## src/rtl/sbe_pkg.sv

```systemverilog
// Shared types and constants of the stack bytecode executor.
// No dependencies; imported by the divider, the ALU and the top level.
package sbe_pkg;

    localparam logic [5:0] OP_END   = 6'd0;
    localparam logic [5:0] OP_PRS   = 6'd1;
    localparam logic [5:0] OP_PRV   = 6'd2;
    localparam logic [5:0] OP_PRNL  = 6'd3;
    localparam logic [5:0] OP_PRTAB = 6'd4;
    localparam logic [5:0] OP_STR   = 6'd5;
    localparam logic [5:0] OP_NUM   = 6'd6;
    localparam logic [5:0] OP_BNUM  = 6'd7;
    localparam logic [5:0] OP_LDV   = 6'd8;
    localparam logic [5:0] OP_STV   = 6'd9;
    localparam logic [5:0] OP_ADD   = 6'd10;
    localparam logic [5:0] OP_SUB   = 6'd11;
    localparam logic [5:0] OP_MUL   = 6'd12;
    localparam logic [5:0] OP_DIV   = 6'd13;
    localparam logic [5:0] OP_MOD   = 6'd14;
    localparam logic [5:0] OP_AND   = 6'd15;
    localparam logic [5:0] OP_OR    = 6'd16;
    localparam logic [5:0] OP_NOT   = 6'd17;
    localparam logic [5:0] OP_EQ    = 6'd18;
    localparam logic [5:0] OP_NE    = 6'd19;
    localparam logic [5:0] OP_LT    = 6'd20;
    localparam logic [5:0] OP_LE    = 6'd21;
    localparam logic [5:0] OP_GT    = 6'd22;
    localparam logic [5:0] OP_GE    = 6'd23;
    localparam logic [5:0] OP_GOTO  = 6'd24;
    localparam logic [5:0] OP_GOSUB = 6'd25;
    localparam logic [5:0] OP_RET   = 6'd26;
    localparam logic [5:0] OP_NEXT  = 6'd27;
    localparam logic [5:0] OP_IF    = 6'd28;
    localparam logic [5:0] OP_FUNC  = 6'd29;
    localparam logic [5:0] OP_PUT1  = 6'd30;
    localparam logic [5:0] OP_GET1  = 6'd31;
    localparam logic [5:0] OP_PUT2  = 6'd32;
    localparam logic [5:0] OP_GET2  = 6'd33;
    localparam logic [5:0] OP_PUT4  = 6'd34;
    localparam logic [5:0] OP_GET4  = 6'd35;
    localparam logic [5:0] OP_START = 6'd36;
    localparam logic [5:0] OP_HOSTW = 6'd37;

    localparam logic [2:0] PK_NONE  = 3'd0;
    localparam logic [2:0] PK_VALUE = 3'd1;
    localparam logic [2:0] PK_STR   = 3'd2;
    localparam logic [2:0] PK_NL    = 3'd3;
    localparam logic [2:0] PK_TAB   = 3'd4;

    localparam logic [1:0] ERR_NONE = 2'd0;
    localparam logic [1:0] ERR_DIV0 = 2'd1;
    localparam logic [1:0] ERR_FUNC = 2'd2;

    localparam logic [7:0]  FN_PEEK   = 8'd0;
    localparam logic [15:0] START_PC  = 16'd2;
    localparam logic [15:0] PLEN_RST  = 16'hFFFF;

    typedef enum logic [3:0] {
        ALU_ADD, ALU_SUB, ALU_MUL, ALU_LAND, ALU_LOR, ALU_LNOT, ALU_EQ,
        ALU_NE, ALU_LT, ALU_LE, ALU_GT, ALU_GE, ALU_DBL
    } t_alu_op;

    typedef struct packed {
        logic        start;
        logic [31:0] dividend;
        logic [31:0] divisor;
    } t_div_req;

    typedef struct packed {
        logic        done;
        logic [31:0] quot;
        logic [31:0] rem;
    } t_div_rsp;

endpackage

```

## src/rtl/sbe_alu.sv

```systemverilog
// Shared arithmetic, logic and compare unit; result is registered by the caller.
// Depends on sbe_pkg for the operation type.
module sbe_alu
    import sbe_pkg::*;
(
    input  t_alu_op     i_op,
    input  logic [31:0] i_x,
    input  logic [31:0] i_y,
    output logic [31:0] o_y
);
    logic [63:0] prod;

    assign prod = i_x * i_y;

    always_comb begin
        unique case (i_op)
            ALU_ADD:  o_y = i_x + i_y;
            ALU_SUB:  o_y = i_x - i_y;
            ALU_MUL:  o_y = prod[31:0];
            ALU_LAND: o_y = {31'd0, (i_x != '0) && (i_y != '0)};
            ALU_LOR:  o_y = {31'd0, (i_x != '0) || (i_y != '0)};
            ALU_LNOT: o_y = {31'd0, i_x == '0};
            ALU_EQ:   o_y = {31'd0, i_x == i_y};
            ALU_NE:   o_y = {31'd0, i_x != i_y};
            ALU_LT:   o_y = {31'd0, i_x < i_y};
            ALU_LE:   o_y = {31'd0, i_x <= i_y};
            ALU_GT:   o_y = {31'd0, i_x > i_y};
            ALU_GE:   o_y = {31'd0, i_x >= i_y};
            ALU_DBL:  o_y = {i_x[30:0], 1'b0};
            default:  o_y = '0;
        endcase
    end
endmodule

```

## config.mk

```make
export PLATFORM = sky130hd
export DESIGN_NAME = sbe_alu
export DESIGN_NICKNAME = d
export VERILOG_FILES = /design/src/rtl/sbe_pkg.sv /design/src/rtl/sbe_alu.sv
export SDC_FILE = /design/constraint.sdc
export NUM_CORES = 1
export LEC_CHECK = 0
export ABC_AREA = 1
export BUFFER_PORTS_ARGS = -buffer_cell sky130_fd_sc_hd__buf_2
export CAP_MARGIN = 20
export CELL_PAD_IN_SITES_DETAIL_PLACEMENT = 1
export CELL_PAD_IN_SITES_GLOBAL_PLACEMENT = 2
export CORE_UTILIZATION = 40
export DETAILED_ROUTE_END_ITERATION = 16
export PLACE_DENSITY_LB_ADDON = 0.1
export SETUP_SLACK_MARGIN = 0.02
export SYNTH_ARGS = -nofsm -noshare
export SYNTH_HDL_FRONTEND = slang
export SYNTH_SLANG_ARGS = --single-unit
```

## constraint.sdc

```tcl
create_clock -name vclk -period 42.5
set_input_delay 12.75 -clock vclk [all_inputs]
set_output_delay 12.75 -clock vclk [all_outputs]
set_load 0.005 [all_outputs]
```

==> flow_summary_export.csv <==
group,metric,value,unit
critical_path,endpoint_kind,"output port",
synth,synth.most_common_cell,"inv_1",
timing,period_needed,32960,ps
final_layout,syn_to_final_growth,3.94,%
final_layout,multiInputGateArea,17700,um2
timing,finalSetupTns,0,ps
detailed_routing,drc,0,
timing,timing.final.crit_share,77.6,%
grt,antenna_found_initial,2,
detailed_routing,drt.antenna.violating_nets,0,
final_layout,nets,3845,
synth,synth_common_cells,"inv_1, nand2_1, fa_1",
synth,seq_area_frac_synth,0,%
timing,setup_viol,0,
detailed_routing,drt_wl_total,88700,um
synth,syn_inst,3207,
synth,syn-num-nets,3871,
detailed_routing,avgViaCountPerCell,5.37,
floorplan,start_util,40.9,%
clocking,post_cts_buffers,0,
run,maxCapViolCount,0,
worst_hold_path,hp-class,"in2out",
synth,yosysWarnings,0,
grt,grt_max_degree,37,
place,place_area,22500,um2
place,globalplace.congestion,0.958,
detailed_routing,first_pass_iters,7,
detailed_routing,drt_iter0_drc,1247,
clocking,cts_hold_buf,0,
critical_path,crit_arrival,20210,ps
critical_path,cp_max_fo,26,
floorplan,die_w,235,um
synth,synthesis.area,21600,um2
grt,track_usage,32.6,%
synth,synth_area_leader_cell,"fa_1",
final_layout,fillCellCount,6996,
final_layout,regArea,0,um2
detailed_routing,wire_per_inst,22.9,um
floorplan,dieArea,55000,um2
critical_path,crit_type,"in2out",
critical_path,startpoint_type,"input port",
final_layout,nClkBuffers,0,
final_layout,seq_cell_count,0,
place,io_buffers,100,
floorplan,io_pins,100,
critical_path,required,29750,ps
floorplan,die_height,235,um
detailed_routing,vias,20755,
grt,grt_pass1_wl,137000,um
final_layout,drive_gt1_share,4.84,%
clocking,cts-resized-gates,0,
timing,worst_slew_pin_slew,986,ps
grt,gr-total-overflow,0,
timing,fmaxAchievable,30.3,MHz
place,dp_hpwl,70500,um
timing,slew_viol_final,0,
floorplan,coreArea,53000,um2
synth,synth_area_leaders,"fa_1, inv_1, nand2_1",
synth,synth_top_area_share,37.9,%
timing,hold_viol_final,0,
timing,grt_setup_unrepaired,"false",
timing,max-slew-margin-rel,34.2,%
synth,syn_avg_cell_area,6.75,um2
timing,fin_ws,9540,ps
synth,yosys.cell_types.count,53,
critical_path,critPathLaunch,"i_x[10]",
final_layout,final_area,22500,um2
grt,grt_pass1_vias,22838,
critical_path,endpoint,"o_y[29]",
final_layout,diodes,0,
run_status,outcome,"finished clean",
floorplan,fp-row-count,84,
place,pre_cts_slack,9580,ps
==> cell families after synthesis <==
group | Yosys count | share of synthesized area (%)
buf+inv | 1032 | 18.2
fa+ha+maj | 596 | 48.7
simple gates | 1241 | 23.6
compound gates | 320 | 8.80
xor+xnor | 18 | 0.728
==> routing by layer <==
layer / GRT usage, % / up-vias / wire, um
met5: 0 / - / 8
met4: 10.5 / 2 / 3490
met3: 2.34 / 139 / 4200
met2: 55.8 / 578 / 42000
met1: 43.8 / 10657 / 39000
li1: - / 9379 / -
==> worst min-delay path by stage <==
stage	from	to	slack (ps)	cells past startpoint
floorplan	i_op[3]	o_y[0]	25620	3
global placement	i_op[3]	o_y[0]	25870	5
detailed placement	i_op[3]	o_y[0]	25880	5
CTS	i_op[3]	o_y[0]	25880	5
global route	i_op[3]	o_y[0]	25920	5
finish	i_op[3]	o_y[0]	25880	5
==> stage by stage <==
stage,util [%],hold WS [ps],cells
after floorplan,-,25620,3207
after global placement,42.5,25870,3867
after detailed placement,42.5,25880,3867
after CTS,42.5,25880,3867
after global routing,42.5,25920,3867
final,42.5,25880,3867
==> layout make-up <==
cell class | instances | area share (%)
repair buffers | 112 | 2.62
multi-input cells | 2175 | 78.7
well taps | 688 | 3.83
inverters | 892 | 14.9
==> cells in the final DEF (no fill, tap or decap), types with 32 or more instances in the layout <==
cell and n:
nand3_1 123, nand4_1 32, nand2_1 880, a21oi_1 126, buf_2 100, fa_1 410, o21ai_0 96, nor2_1 124
ha_1 186, inv_1 888
==> critical path, cell delays in order <==
cell     delay, ps
buf_2          690
ha_1           310
inv_1          110
fa_1           370
inv_1           80
fa_1           430
fa_1           510
inv_1           50
fa_1           470
inv_1           50
fa_1           480
fa_1           510
fa_1           560
fa_1           460
ha_1           390
nand2_1        130
nor2_1         170
nor3b_1        270
nand3_1        120
nand3_1        170
nand2_1         70
nand2_1        130
nand2_1         70
nand2_1         80
a21oi_1         60
o21ai_0        320
nand4_1        170
buf_2          170
Power is not shown: default switching activity piles up to over one toggle a cycle in this logic, so the estimate is an artifact.
