--- config.mk ---
export PLATFORM = sky130hd
export DESIGN_NAME = sbe_div
export DESIGN_NICKNAME = d
export VERILOG_FILES = /design/src/rtl/sbe_pkg.sv /design/src/rtl/sbe_div.sv
export SDC_FILE = /design/constraint.sdc
export NUM_CORES = 1
export LEC_CHECK = 0
export BUFFER_PORTS_ARGS = -buffer_cell sky130_fd_sc_hd__clkbuf_2
export CORE_UTILIZATION = 35
export DETAILED_ROUTE_END_ITERATION = 12
export MAX_ROUTING_LAYER = met4
export PLACE_DENSITY_LB_ADDON = 0.15
export SETUP_SLACK_MARGIN = 0.1
export SLEW_MARGIN = 20
export SYNTH_ARGS = -nofsm -noshare
export SYNTH_HDL_FRONTEND = slang
export SYNTH_SLANG_ARGS = --single-unit
--- constraint.sdc ---
create_clock -name i_clk -period 2.7 [get_ports i_clk]
set_clock_uncertainty 0.1 [all_clocks]
set_input_delay 0.405 -clock i_clk [delete_from_list [all_inputs] [get_ports i_clk]]
set_output_delay 0.405 -clock i_clk [all_outputs]
set_load 0.02 [all_outputs]
--- src/rtl/sbe_pkg.sv ---
// Shared types and constants of the stack bytecode executor.
// No dependencies; imported by the divider, the ALU and the top level.
package sbe_pkg;

    localparam logic [5:0] OP_END   = 6'd0;
    localparam logic [5:0] OP_PRS   = 6'd1;
    localparam logic [5:0] OP_PRV   = 6'd2;
    localparam logic [5:0] OP_PRNL  = 6'd3;
    localparam logic [5:0] OP_PRTAB = 6'd4;
    localparam logic [5:0] OP_STR   = 6'd5;
    localparam logic [5:0] OP_NUM   = 6'd6;
    localparam logic [5:0] OP_BNUM  = 6'd7;
    localparam logic [5:0] OP_LDV   = 6'd8;
    localparam logic [5:0] OP_STV   = 6'd9;
    localparam logic [5:0] OP_ADD   = 6'd10;
    localparam logic [5:0] OP_SUB   = 6'd11;
    localparam logic [5:0] OP_MUL   = 6'd12;
    localparam logic [5:0] OP_DIV   = 6'd13;
    localparam logic [5:0] OP_MOD   = 6'd14;
    localparam logic [5:0] OP_AND   = 6'd15;
    localparam logic [5:0] OP_OR    = 6'd16;
    localparam logic [5:0] OP_NOT   = 6'd17;
    localparam logic [5:0] OP_EQ    = 6'd18;
    localparam logic [5:0] OP_NE    = 6'd19;
    localparam logic [5:0] OP_LT    = 6'd20;
    localparam logic [5:0] OP_LE    = 6'd21;
    localparam logic [5:0] OP_GT    = 6'd22;
    localparam logic [5:0] OP_GE    = 6'd23;
    localparam logic [5:0] OP_GOTO  = 6'd24;
    localparam logic [5:0] OP_GOSUB = 6'd25;
    localparam logic [5:0] OP_RET   = 6'd26;
    localparam logic [5:0] OP_NEXT  = 6'd27;
    localparam logic [5:0] OP_IF    = 6'd28;
    localparam logic [5:0] OP_FUNC  = 6'd29;
    localparam logic [5:0] OP_PUT1  = 6'd30;
    localparam logic [5:0] OP_GET1  = 6'd31;
    localparam logic [5:0] OP_PUT2  = 6'd32;
    localparam logic [5:0] OP_GET2  = 6'd33;
    localparam logic [5:0] OP_PUT4  = 6'd34;
    localparam logic [5:0] OP_GET4  = 6'd35;
    localparam logic [5:0] OP_START = 6'd36;
    localparam logic [5:0] OP_HOSTW = 6'd37;

    localparam logic [2:0] PK_NONE  = 3'd0;
    localparam logic [2:0] PK_VALUE = 3'd1;
    localparam logic [2:0] PK_STR   = 3'd2;
    localparam logic [2:0] PK_NL    = 3'd3;
    localparam logic [2:0] PK_TAB   = 3'd4;

    localparam logic [1:0] ERR_NONE = 2'd0;
    localparam logic [1:0] ERR_DIV0 = 2'd1;
    localparam logic [1:0] ERR_FUNC = 2'd2;

    localparam logic [7:0]  FN_PEEK   = 8'd0;
    localparam logic [15:0] START_PC  = 16'd2;
    localparam logic [15:0] PLEN_RST  = 16'hFFFF;

    typedef enum logic [3:0] {
        ALU_ADD, ALU_SUB, ALU_MUL, ALU_LAND, ALU_LOR, ALU_LNOT, ALU_EQ,
        ALU_NE, ALU_LT, ALU_LE, ALU_GT, ALU_GE, ALU_DBL
    } t_alu_op;

    typedef struct packed {
        logic        start;
        logic [31:0] dividend;
        logic [31:0] divisor;
    } t_div_req;

    typedef struct packed {
        logic        done;
        logic [31:0] quot;
        logic [31:0] rem;
    } t_div_rsp;

endpackage

--- src/rtl/sbe_div.sv ---
// Iterative restoring divider, one quotient bit per cycle.
// Depends on sbe_pkg for the request and response structs.
module sbe_div
    import sbe_pkg::*;
(
    input  logic     i_clk,
    input  logic     i_rst_n,
    input  t_div_req i_req,
    output t_div_rsp o_rsp
);
    logic        r_busy;
    logic        r_done;
    logic [4:0]  r_cnt;
    logic [31:0] r_rem;
    logic [31:0] r_quo;
    logic [31:0] r_dvs;
    logic [32:0] rem_sh;
    logic [32:0] diff;

    assign rem_sh = {r_rem, r_quo[31]};
    assign diff   = rem_sh - {1'b0, r_dvs};

    always_ff @(posedge i_clk) begin
        if (!i_rst_n) begin
            r_busy <= 1'b0;
            r_done <= 1'b0;
            r_cnt  <= '0;
        end else begin
            r_done <= 1'b0;
            if (i_req.start) begin
                r_busy <= 1'b1;
                r_cnt  <= '0;
            end else if (r_busy) begin
                r_cnt <= r_cnt + 5'd1;
                if (r_cnt == 5'd31) begin
                    r_busy <= 1'b0;
                    r_done <= 1'b1;
                end
            end
        end
    end

    always_ff @(posedge i_clk) begin
        if (i_req.start) begin
            r_rem <= '0;
            r_quo <= i_req.dividend;
            r_dvs <= i_req.divisor;
        end else if (r_busy) begin
            r_rem <= diff[32] ? rem_sh[31:0] : diff[31:0];
            r_quo <= {r_quo[30:0], ~diff[32]};
        end
    end

    assign o_rsp.done = r_done;
    assign o_rsp.quot = r_quo;
    assign o_rsp.rem  = r_rem;
endmodule

==> impl_metrics.yaml <==
clock_tree:
  cts_buffer_depth: 2
  h-tree-depth: 3
  cts_root_buf: "clkbuf_16"
  clock_sinks: 103
  clk_pin_slew_worst_paths_ns: 0.08
  numCtsBuffers: 9
  clock_latency_ns: 0.36
  cts_tree: "yes"
  ctsHoldBuffers: 0
place:
  dp_slack_ns: -0.3508
  gp_congestion: 0.8725
  hpwlAfterDp_um: 13660
  io_buffers: 131
sta:
  worst_slack_ns: -0.2811
  setup-violations-final: 32
  whs_ns: 0.1120
  hold_violations: 0
  fmax_mhz: 335.4
  rsz0062_at_grt: "yes"
  fin_crit_ns: 2.981
  tightest_slew_ns: 1.032
  period_share: 1.104
  slew_viol_final: 0
  relSlewSlack: 0.3092
detailed_routing:
  dr_total_vias: 5914
  drtIter0Drc: 306
  drcViolationCount: 0
  antenna_left: 0
  wire_per_inst_um: 16.57
  wl_um: 18560
  dr.pass1.iters: 4
  via_per_inst: 5.280
worst_setup_path:
  critPathLaunchType: "flop"
  crit_required_ns: 2.88
  crit_arrival_ns: 3.16
  endpoint_kind: "flop"
  timing.critical_path.fanout_max: 3
  worstSetupPathType: "flop to flop"
cells_and_area:
  fin_nets: 996
  area_delta_synth_final_pct: 41.08
  fillerInstances: 1612
  drive_above_1_share: 0.4171
grt:
  grt_util_all_layers: 0.2127
  grt_pass1_wl_um: 29260
  grt_util_met2: 0.3509
  gr-total-overflow: 0
  gr-usage-met1: 0.2658
  grt_pass1_vias: 5854
  globalRoute.busiestLayer: "met2"
  antenna_found_initial: 1
  grt_util_met3: 0.03439
  grt_max_degree: 59
floorplanning:
  coreArea_mm2: 0.01682
  die_w_um: 134.2
  boundaryPins: 132
  die_y_um: 134.2
  start_util: 0.3639
  die_area_mm2: 0.01802
  rows: 47
logic_synthesis:
  synth_area_mm2: 0.006120
  ys_ff_latch: 103
  syn_inst: 638
  ys.flop_type: "edfxtp_1"
  syn_nets: 740
  yosysSeqAreaShare: 0.4416
  async_flop_share: 0
  syn_avg_cell_area_um2: 9.592
  synth_edf_count: 64
  yosys_warnings: 0
  synth_cell_types: 59
pwr:
  irDropWorstVdd_v: 0.0002970
  p_total_mw: 4.486
  p_per_area_mw_per_mm2: 519.6
  p_leak_nw: 3.800
run_status:
  violations: "negative setup slack"
  status: "finished, violations left"
flow_run:
  drv_cap: 0
hold_path:
  hold_class: "input port to flop"
worst max-delay path, stage by stage, from the launching register on:
cell and delay [ns]:
edfxtp_1 0.38, inv_1 0.07, ha_2 0.18, fa_2 0.20, nand2b_4 0.14, a21oi_4 0.06, o21a_1 0.20, a211o_1 0.32
a211oi_2 0.29, nor3_2 0.07, buf_4 0.15, or4_4 0.51, a311oi_2 0.23
per-stage QoR:
step	instances	TNS, ns	cell area (um^2)	util
final	1120	-4.736	8633	0.5133
after global routing	1120	-8.566	8633	0.5133
after CTS	1113	-6.782	8446	0.5022
after detailed placement	1082	-5.935	7915	0.4706
after global placement	1082	-3.405	7915	0.4706
after floorplan	638	-3.180	6180	-
cells by family (layout without fill, tap and decap cells):
kind of cell,count (synthesis),count (layout),synth area share
other,0,1,0
adder cells (fa/ha/maj),35,35,0.07279
buffers and inverters,77,337,0.04968
flip-flops,103,103,0.4416
XOR/XNOR,25,25,0.03578
AO/OA/AOI/OAI,166,166,0.1811
AND/OR/NAND/NOR,196,197,0.1533
multiplexers,36,36,0.06563
metal layers:
| metal | wire, um | up-vias |
|---|---|---|
| met3 | 717 | 25 |
| met1 | 8529 | 2852 |
| li1 | - | 2893 |
| met2 | 8949 | 144 |
| met4 | 364 | 0 |
| met5 | 0 | - |
cell usage after synthesis (17+ instances only):
| cell type | n | area, um^2 |
|---|---|---|
| edfxtp_1 | 64 | 1922 |
| nand2_1 | 56 | 210.2 |
| nor2_1 | 45 | 168.9 |
| inv_1 | 42 | 157.7 |
| a21oi_1 | 40 | 200.2 |
| dfxtp_1 | 39 | 780.8 |
| o21ai_0 | 38 | 190.2 |
| ha_1 | 34 | 425.4 |
| mux2_2 | 33 | 371.6 |
| nand3_1 | 30 | 150.1 |
| clkbuf_1 | 22 | 82.58 |
| xnor2_1 | 18 | 157.7 |
| a311oi_1 | 17 | 148.9 |
worst paths after layout:
kind | startpoint | to | slack (ns) | cells after the start
worst max-delay path | r_quo[31] | r_rem[8] | -0.28 | 12
worst min-delay path | i_req[21] | r_dvs[21] | 0.11 | 1
worst max register to register | r_quo[31] | r_rem[8] | -0.28 | 12
worst min register to register | r_cnt[4] | r_cnt[4] | 0.41 | 2
power breakdown:
part	switching [mW]	leakage [nW]	total [mW]	internal [mW]
sequential	0.0559	0.954	1.86	1.81
clock	0.628	0.141	1.36	0.729
combinational	0.692	2.70	1.26	0.572
total	1.38	3.80	4.49	3.11
cells in the final DEF (no fill, tap or decap), types with 4 or more instances in the layout:
master and instances:
a311oi_2 4, a21oi_1 36, o211ai_1 11, nand2b_1 7, o21ai_1 9, nor3_1 12
edfxtp_1 64, xor2_1 7, buf_6 19, inv_1 42, a31oi_1 4, o21a_1 6
o21ai_2 10, nor2_1 44, and3_1 5, ha_1 33, xnor2_1 18, a21o_1 9
clkbuf_2 130, clkbuf_16 9, dfxtp_1 39, nand3_1 27, o21ai_0 21, buf_4 126
a311oi_1 14, nand2_1 55, a211oi_1 6, nor2b_1 4, mux2_2 33, nand4_1 16
state kept, by name, summed over array words and instances (netlist names):
register and cells:
r_quo 32, r_dvs 32, r_rem 32, r_busy 1, r_done 1, r_cnt 5
timing repair:
item	4_1_cts	5_1_grt
pin swaps	9	20
resized for setup	42	37
cloned	3	0
endpoints found under the setup margin	33	33
setup buffers	13	8
cell type report:
class	count	area [um^2]	share of cell area
Tap cell	220	275.3	0.03188
Clock inverter	6	70.07	0.008116
Multi-Input combinational cell	459	3331	0.3858
Timing Repair Buffer	279	1866	0.2161
Sequential cell	103	2703	0.3130
Antenna cell	1	2.502	0.0002899
Clock buffer	10	229.0	0.02652
Inverter	42	157.7	0.01826
(Power assumes the default switching activity.)
